### config.mk
export PLATFORM = sky130hd
export DESIGN_NAME = sigma_clipped_sensor_mean_unit
export DESIGN_NICKNAME = d
export VERILOG_FILES = /design/src/hw/rtl/scsm_pkg.sv /design/src/hw/rtl/scsm_lane.sv /design/src/hw/rtl/scsm_merge.sv /design/src/hw/rtl/sigma_clipped_sensor_mean_unit.sv
export SDC_FILE = /design/constraint.sdc
export NUM_CORES = 2
export LEC_CHECK = 0
export ABC_AREA = 1
export BUFFER_PORTS_ARGS = -buffer_cell sky130_fd_sc_hd__buf_2
export CAP_MARGIN = 10
export CORE_ASPECT_RATIO = 1.2
export CORE_MARGIN = 1
export CORE_UTILIZATION = 55
export CTS_CLUSTER_DIAMETER = 150
export DETAILED_ROUTE_END_ITERATION = 7
export GPL_ROUTABILITY_DRIVEN = 0
export PLACE_DENSITY = 0.82
export SLEW_MARGIN = 20
export SYNTH_ARGS = -nofsm -noshare
export SYNTH_HDL_FRONTEND = slang
export SYNTH_SLANG_ARGS = --single-unit
### constraint.sdc
create_clock -name clk_i -period 9.4 [get_ports clk_i]
set_clock_uncertainty 0.05 [all_clocks]
set_input_delay 0.47 -clock clk_i [delete_from_list [all_inputs] [get_ports clk_i]]
set_output_delay 0.47 -clock clk_i [all_outputs]
set_load 0.005 [all_outputs]
### src/hw/rtl/scsm_pkg.sv
`default_nettype none
package scsm_pkg;

  // sizes follow the four reading inputs; widths hold for any used count up to four
  localparam int DefaultSensorCount = 4;
  localparam int InputReadings      = 4;
  localparam int ReadingWidth       = 9;
  localparam int FactorWidth        = 8;
  localparam int CountWidth         = 3;
  localparam int SumWidth           = 11;
  localparam int DiffWidth          = 13;
  localparam int SqWidth            = 23;
  localparam int SqSumWidth         = 25;
  localparam int KsqWidth           = 16;
  localparam int ThreshWidth        = 41;
  localparam int ThreshScale        = 256;

  localparam logic [FactorWidth-1:0] FactorReset = 8'd16;

  typedef logic signed [ReadingWidth-1:0] reading_t;
  typedef logic [InputReadings-1:0] mask_t;

  // per-stage enables from the sequencer to the lanes
  typedef struct packed {
    logic sq_en;
    logic thr_en;
    logic cmp_en;
  } lane_ctrl_t;

  typedef enum logic [2:0] {
    StIdle,
    StSq,
    StThr,
    StCmp,
    StDone
  } state_e;

endpackage
`default_nettype wire

### src/hw/rtl/scsm_lane.sv
`default_nettype none
module scsm_lane import scsm_pkg::*; #(
  parameter int USED_COUNT = DefaultSensorCount
) (
  input  wire logic                          clk_i,
  input  wire lane_ctrl_t                    ctrl_i,
  input  wire reading_t                      reading_i,
  input  wire logic signed [SumWidth-1:0]    sum_i,
  input  wire logic [ThreshWidth-1:0]        thresh_i,
  output logic [SqWidth-1:0]                 dsq_o,
  output logic                               kept_o
);

  localparam logic signed [DiffWidth-1:0] NMul = DiffWidth'(USED_COUNT);
  localparam logic [ThreshWidth-1:0] LhsScale = ThreshWidth'(ThreshScale * USED_COUNT);

  logic signed [DiffWidth-1:0]   diff;
  logic signed [2*DiffWidth-1:0] prod;
  logic [SqWidth-1:0]            dsq_q;
  logic [ThreshWidth-1:0]        lhs_q;
  logic                          kept_q;

  // scaled deviation n*x - s and its square
  always_comb begin
    diff = NMul * DiffWidth'(reading_i) - DiffWidth'(sum_i);
    prod = (2*DiffWidth)'(diff) * (2*DiffWidth)'(diff);
  end

  // square, scaled left side, then compare against the shared threshold
  always_ff @(posedge clk_i) begin
    if (ctrl_i.sq_en) begin
      dsq_q <= prod[SqWidth-1:0];
    end
    if (ctrl_i.thr_en) begin
      lhs_q <= ThreshWidth'(dsq_q) * LhsScale;
    end
    if (ctrl_i.cmp_en) begin
      kept_q <= (lhs_q < thresh_i);
    end
  end

  assign dsq_o  = dsq_q;
  assign kept_o = kept_q;

endmodule
`default_nettype wire

### src/hw/rtl/scsm_merge.sv
`default_nettype none
module scsm_merge import scsm_pkg::*; #(
  parameter int USED_COUNT = DefaultSensorCount
) (
  input  wire reading_t [InputReadings-1:0] readings_i,
  input  wire mask_t                        kept_i,
  output reading_t                          mean_o,
  output logic                              none_kept_o
);

  localparam int Recip3      = 683;
  localparam int Recip3Shift = 11;

  // truncating divide of a small sum by 1..4, thirds through a reciprocal
  function automatic reading_t div_trunc(logic signed [SumWidth-1:0] num,
                                         logic [CountWidth-1:0] den);
    logic [SumWidth-1:0]   mag;
    logic [SumWidth-1:0]   quo;
    logic [2*SumWidth-1:0] prod;
    mag  = num[SumWidth-1] ? SumWidth'(-num) : SumWidth'(num);
    prod = '0;
    case (den)
      3'd2: quo = mag >> 1;
      3'd3: begin
        prod = (2*SumWidth)'(mag) * (2*SumWidth)'(Recip3);
        quo  = SumWidth'(prod >> Recip3Shift);
      end
      3'd4: quo = mag >> 2;
      default: quo = mag;
    endcase
    return num[SumWidth-1] ? reading_t'(-quo) : reading_t'(quo);
  endfunction

  logic signed [SumWidth-1:0] kept_sum;
  logic signed [SumWidth-1:0] all_sum;
  logic [CountWidth-1:0]      kept_cnt;

  // gather kept readings; fall back to the plain mean when none survive
  always_comb begin
    kept_sum = '0;
    all_sum  = '0;
    kept_cnt = '0;
    for (int i = 0; i < USED_COUNT; i++) begin
      all_sum = all_sum + SumWidth'(readings_i[i]);
      if (kept_i[i]) begin
        kept_sum = kept_sum + SumWidth'(readings_i[i]);
        kept_cnt = kept_cnt + 1'b1;
      end
    end
    none_kept_o = (kept_cnt == '0);
    if (none_kept_o) begin
      mean_o = div_trunc(all_sum, CountWidth'(USED_COUNT));
    end else begin
      mean_o = div_trunc(kept_sum, kept_cnt);
    end
  end

endmodule
`default_nettype wire

### src/hw/rtl/sigma_clipped_sensor_mean_unit.sv
`default_nettype none
// Sigma-clipped mean of one set of thermistor readings. A set is taken when
// in_valid_i and in_ready_o are high; one result beat follows with the
// truncated mean of the readings within accuracy_factor/16 standard deviations,
// the kept mask, the sticky healthy mask and a flag for the case where no reading
// survived (the plain mean is given then). One lane per sensor forms the scaled
// deviation, its square and the comparison; a merge stage sums the kept readings
// and divides by the kept count. A set is registered with its sum at accept, then
// passes the square, threshold multiply and compare registers; the merge feeds the
// output register. No new set is taken until the last result is loaded there, and
// the next set is accepted while an earlier result still waits. cfg_we_i writes
// accuracy_factor from cfg_wdata_i and must only be used while the block is idle.
module sigma_clipped_sensor_mean_unit import scsm_pkg::*; #(
  parameter int SENSOR_COUNT = DefaultSensorCount
) (
  input  wire logic                   clk_i,
  input  wire logic                   rst_ni,
  input  wire logic                   cfg_we_i,
  input  wire logic [FactorWidth-1:0] cfg_wdata_i,
  input  wire logic                   in_valid_i,
  output logic                        in_ready_o,
  input  wire reading_t               reading_0_i,
  input  wire reading_t               reading_1_i,
  input  wire reading_t               reading_2_i,
  input  wire reading_t               reading_3_i,
  output logic                        out_valid_o,
  input  wire logic                   out_ready_i,
  output reading_t                    pod_temperature_o,
  output mask_t                       kept_mask_o,
  output mask_t                       healthy_mask_o,
  output logic                        none_kept_o
);

  localparam int UsedCount = (SENSOR_COUNT > InputReadings) ? InputReadings :
                             ((SENSOR_COUNT < 1) ? 1 : SENSOR_COUNT);
  localparam mask_t UsedMask = mask_t'((1 << UsedCount) - 1);
  localparam logic [KsqWidth-1:0] KsqReset = KsqWidth'(FactorReset) * KsqWidth'(FactorReset);

  state_e state_q, state_d;
  lane_ctrl_t lane_ctrl;

  reading_t [InputReadings-1:0]   rd_in;
  reading_t [InputReadings-1:0]   x_q;
  logic signed [SumWidth-1:0]     sum_in;
  logic signed [SumWidth-1:0]     sum_q;
  logic [KsqWidth-1:0]            ksq_q;
  logic [SqSumWidth-1:0]          sq_sum;
  logic [ThreshWidth-1:0]         thresh_q;
  logic [InputReadings-1:0][SqWidth-1:0] dsq;
  mask_t                          kept;
  reading_t                       mean;
  logic                           none_kept;
  logic                           in_acc;
  logic                           out_load;
  logic                           out_valid_q, out_valid_d;
  reading_t                       pod_q;
  mask_t                          kept_out_q;
  logic                           none_q;
  mask_t                          healthy_q, healthy_d;

  assign rd_in  = {reading_3_i, reading_2_i, reading_1_i, reading_0_i};
  assign in_acc = in_valid_i && in_ready_o;

  // sum of the used readings, taken with the beat
  always_comb begin
    sum_in = '0;
    for (int i = 0; i < UsedCount; i++) begin
      sum_in = sum_in + SumWidth'(rd_in[i]);
    end
  end

  always_ff @(posedge clk_i) begin
    if (in_acc) begin
      x_q   <= rd_in;
      sum_q <= sum_in;
    end
  end

  // squared factor kept ready for the threshold multiply
  always_ff @(posedge clk_i or negedge rst_ni) begin
    if (!rst_ni) begin
      ksq_q <= KsqReset;
    end else if (cfg_we_i) begin
      ksq_q <= KsqWidth'(cfg_wdata_i) * KsqWidth'(cfg_wdata_i);
    end
  end

  // threshold k^2 times the sum of squared deviations
  always_comb begin
    sq_sum = '0;
    for (int i = 0; i < InputReadings; i++) begin
      sq_sum = sq_sum + SqSumWidth'(dsq[i]);
    end
  end

  always_ff @(posedge clk_i) begin
    if (lane_ctrl.thr_en) begin
      thresh_q <= ThreshWidth'(ksq_q) * ThreshWidth'(sq_sum);
    end
  end

  // one lane per used sensor
  for (genvar i = 0; i < InputReadings; i++) begin : g_lane
    if (i < UsedCount) begin : g_used
      scsm_lane #(
        .USED_COUNT(UsedCount)
      ) u_lane (
        .clk_i    (clk_i),
        .ctrl_i   (lane_ctrl),
        .reading_i(x_q[i]),
        .sum_i    (sum_q),
        .thresh_i (thresh_q),
        .dsq_o    (dsq[i]),
        .kept_o   (kept[i])
      );
    end else begin : g_unused
      assign dsq[i]  = '0;
      assign kept[i] = 1'b0;
    end
  end

  scsm_merge #(
    .USED_COUNT(UsedCount)
  ) u_merge (
    .readings_i (x_q),
    .kept_i     (kept),
    .mean_o     (mean),
    .none_kept_o(none_kept)
  );

  // sequencer
  always_ff @(posedge clk_i or negedge rst_ni) begin
    if (!rst_ni) begin
      state_q <= StIdle;
    end else begin
      state_q <= state_d;
    end
  end

  always_comb begin
    state_d          = state_q;
    lane_ctrl.sq_en  = 1'b0;
    lane_ctrl.thr_en = 1'b0;
    lane_ctrl.cmp_en = 1'b0;
    out_load         = 1'b0;
    in_ready_o       = 1'b0;
    unique case (state_q)
      StIdle: begin
        in_ready_o = 1'b1;
        if (in_valid_i) begin
          state_d = StSq;
        end
      end
      StSq: begin
        lane_ctrl.sq_en = 1'b1;
        state_d         = StThr;
      end
      StThr: begin
        lane_ctrl.thr_en = 1'b1;
        state_d          = StCmp;
      end
      StCmp: begin
        lane_ctrl.cmp_en = 1'b1;
        state_d          = StDone;
      end
      StDone: begin
        if (!out_valid_q || out_ready_i) begin
          out_load = 1'b1;
          state_d  = StIdle;
        end
      end
      default: state_d = StIdle;
    endcase
  end

  // output register and sticky health bits
  always_comb begin
    healthy_d   = healthy_q;
    out_valid_d = out_valid_q;
    if (out_ready_i) begin
      out_valid_d = 1'b0;
    end
    if (out_load) begin
      healthy_d   = healthy_q & ~(~kept & UsedMask);
      out_valid_d = 1'b1;
    end
  end

  always_ff @(posedge clk_i or negedge rst_ni) begin
    if (!rst_ni) begin
      out_valid_q <= 1'b0;
      healthy_q   <= '1;
    end else begin
      out_valid_q <= out_valid_d;
      healthy_q   <= healthy_d;
    end
  end

  always_ff @(posedge clk_i) begin
    if (out_load) begin
      pod_q      <= mean;
      kept_out_q <= kept;
      none_q     <= none_kept;
    end
  end

  assign out_valid_o       = out_valid_q;
  assign pod_temperature_o = pod_q;
  assign kept_mask_o       = kept_out_q;
  assign healthy_mask_o    = healthy_q;
  assign none_kept_o       = none_q;

endmodule
`default_nettype wire

==> results.cfg <==
[setup_path]
rrSetupSlack_ns = -0.20
cp-start-kind = register
max_stage_delay_ns = 0.55
cp_data_required_time_ns = 9.66
worst_path_max_delay_cell = fa_1
cp_max_fo = 6
end_kind = register
crit_arrival_ns = 9.85
worstSetupPathType = reg -> reg
critical_path.most_common_cell = nand2_1

[clock_network]
cts_root_buf = clkbuf_16
cts.sinks = 292
clockBufferDepth = 3
clk_pin_slew_ns = 0.06
cts_buffers = 35
clkLatencyLatePin_ns = 0.60
cts_tree = built
cts_max_level = 2

[timing]
clock.fmax_ghz = 0.1042
finalHoldViolCount = 0
slew_headroom_pct = 23.79
worst_slew_pin_slew_ns = 1.143
holdWs_ns = 0.06600
slew_viol_final = 0
tns_ns = -0.5516
final.setup.worst_slack_ns = -0.1968
finalSetupViolations = 5
rsz0062_at_grt = yes
timing.final.crit_share_pct = 102.1
period_needed_ns = 9.597

[floorplan]
row_count = 122
dieHeight_um = 335.7
core_um2 = 92050
die-area_um2 = 94000
io-pin-count = 69
start_util_pct = 55.44
die_w_um = 280.1

[detailed_routing]
met1_length_um = 45490
wl_um = 130200
drt-pass1-iter-count = 6
ant_nets = 0
wl_met2_um = 65840
avgViaCountPerCell = 5.521
post-route-drc-count = 0
vias = 38960
wl_per_cell_um = 18.45
wl_met3_um = 9238
initialDrtViolationCount = 3028
highest_layer = met5

[run_status]
status = complete, but fails checks
violations = negative setup slack

[cells_and_area]
nets = 7348
synthToLayoutAreaGrowth_pct = 10.47
stdcell_count = 7057
final_util_pct = 61.24
mostFrequentLayoutCells = inv_1 (1264), fa_1 (896), nand2_1 (846)
drive_above_1_share_pct = 11.18
final_common_cell = inv_1

[logic_synthesis]
syn-mean-instance-area_um2 = 9.174
synth_edf_count = 269
yosysSeqAreaShare_pct = 16.97
synth-simple-area-share_pct = 13.15
synth_fa_ha_area_share_pct = 50.22
synth_xor_area_share_pct = 3.673
synth_area_um2 = 51030
synth_seq_cells = 292
synthMuxAreaShare_pct = 0.01962
ys_types = 62
synth_top_family_by_area = adder cells
syn_inst = 5562
synth_ff_type = edfxtp_1
yosys_warnings = 0
async_flop_share_pct = 7.877
synth_compound_area_share_pct = 5.390

[placed_design]
placed_cells = 6955
numPortBuffers = 68
dpl.hpwl_um = 104900

[global_route]
antenna_found_initial = 4
grt_max_degree = 78
grt_overflow = 0
grt_pass1_vias = 41700
grt_use_total_pct = 27.62
grt_pass1_wl_um = 204900

[hold_path]
holdCritPathClass = in -> reg

[run]
maxCapViolCount = 0
-- synthesized netlist by cell type (9+ instances only) --
library cell | number | area share (%)
a21o_1 | 16 | 0.24
a21oi_1 | 251 | 2.5
a31oi_1 | 11 | 0.13
buf_2 | 9 | 0.088
clkbuf_1 | 88 | 0.65
clkinv_1 | 9 | 0.066
dfrtp_1 | 18 | 0.88
edfxtp_1 | 269 | 16
fa_1 | 905 | 36
ha_1 | 600 | 15
inv_1 | 1297 | 9.5
inv_2 | 16 | 0.12
nand2_1 | 898 | 6.6
nand2_2 | 20 | 0.25
nand3_1 | 120 | 1.2
nand4_1 | 23 | 0.28
nor2_1 | 475 | 3.5
nor3_1 | 13 | 0.13
o21a_1 | 9 | 0.13
o21ai_0 | 102 | 1.0
o21ai_1 | 22 | 0.22
o21ai_2 | 9 | 0.15
o21bai_1 | 23 | 0.34
or2_2 | 39 | 0.48
xnor2_1 | 76 | 1.3
xor2_1 | 138 | 2.4
-- path summary, 6_finish.rpt --
path,startpoint,endpoint,cells after the start
setup / recovery,g_lane[0].g_used.u_lane.kept_o,pod_temperature_o[6],60
hold / removal,reading_1_i[0],x_q[9],1
setup reg to reg,g_lane[0].g_used.u_lane.kept_o,pod_temperature_o[6],60
hold reg to reg,healthy_mask_o[1],healthy_mask_o[1],1
max in group asynchronous,rst_ni,state_q[2],2
min in group asynchronous,rst_ni,ksq_q[2],2
-- layout make-up --
| type | count | area [um2] |
|---|---|---|
| multi-input cells | 3870 | 38160 |
| fillers | 6944 | 35680 |
| flip-flops and latches | 292 | 8660 |
| inverters | 1322 | 4980 |
| repair buffers | 273 | 1939 |
| well taps | 1240 | 1551 |
| clock buffers | 38 | 887.1 |
| clock inverters | 20 | 191.4 |
| diodes | 2 | 5.005 |
-- flip-flops by register name, summed over array words and instances (netlist names) --
| name | cells |
|---|---|
| out_valid_o | 1 |
| state_q | 3 |
| sum_q | 11 |
| g_lane.g_used.u_lane.dsq_o | 82 |
| ksq_q | 15 |
| pod_temperature_o | 9 |
| healthy_mask_o | 4 |
| x_q | 36 |
| kept_mask_o | 4 |
| g_lane.g_used.u_lane.kept_o | 4 |
| none_kept_o | 1 |
| g_lane.g_used.u_lane.lhs_q | 82 |
| thresh_q | 40 |
-- critical path: cells and delay by family, from the launching register on --
kind	cells	cell delay (ns)
fa+ha+maj	10	3.51
simple gates	33	3.42
compound gates	8	1.18
buf+inv	8	0.58
flops	1	0.43
xor+xnor	1	0.16
-- what timing repair did --
item / in CTS / in global routing
setup buffers: 4 / 38
gates resized for setup: 13 / 269
hold endpoints to repair: 18 / 0
hold buffers: 1 / 0
endpoints found under the setup margin: 7 / 21
pin swaps: 11 / 129
-- metrics by stage --
stage | area [um2] | worst slack [ns]
global placement | 53830 | 0.07425
floorplan | 51120 | 0.2705
detailed placement | 53830 | -0.1571
finish | 56370 | -0.1968
CTS | 55000 | -0.01674
global route | 56370 | -0.5613
-- routing by layer --
layer,vias to the layer above,track usage (%)
met3,608,4.251
li1,17440,-
met5,-,0
met2,1772,49.39
met4,6,16.63
met1,19140,30.88
-- cells by family (layout without fill, tap and decap cells) --
kind of cell,Yosys count,count (layout)
other cells,2,29
compound gates,486,486
fa+ha+maj,1505,1505
xor+xnor,214,214
buf+inv,1425,1653
flops,292,292
mux,1,1
simple gates,1637,1637
Power is left out: the tool's default activity adds up to more than one toggle a clock period on the data nets, which glitch-free logic cannot reach.
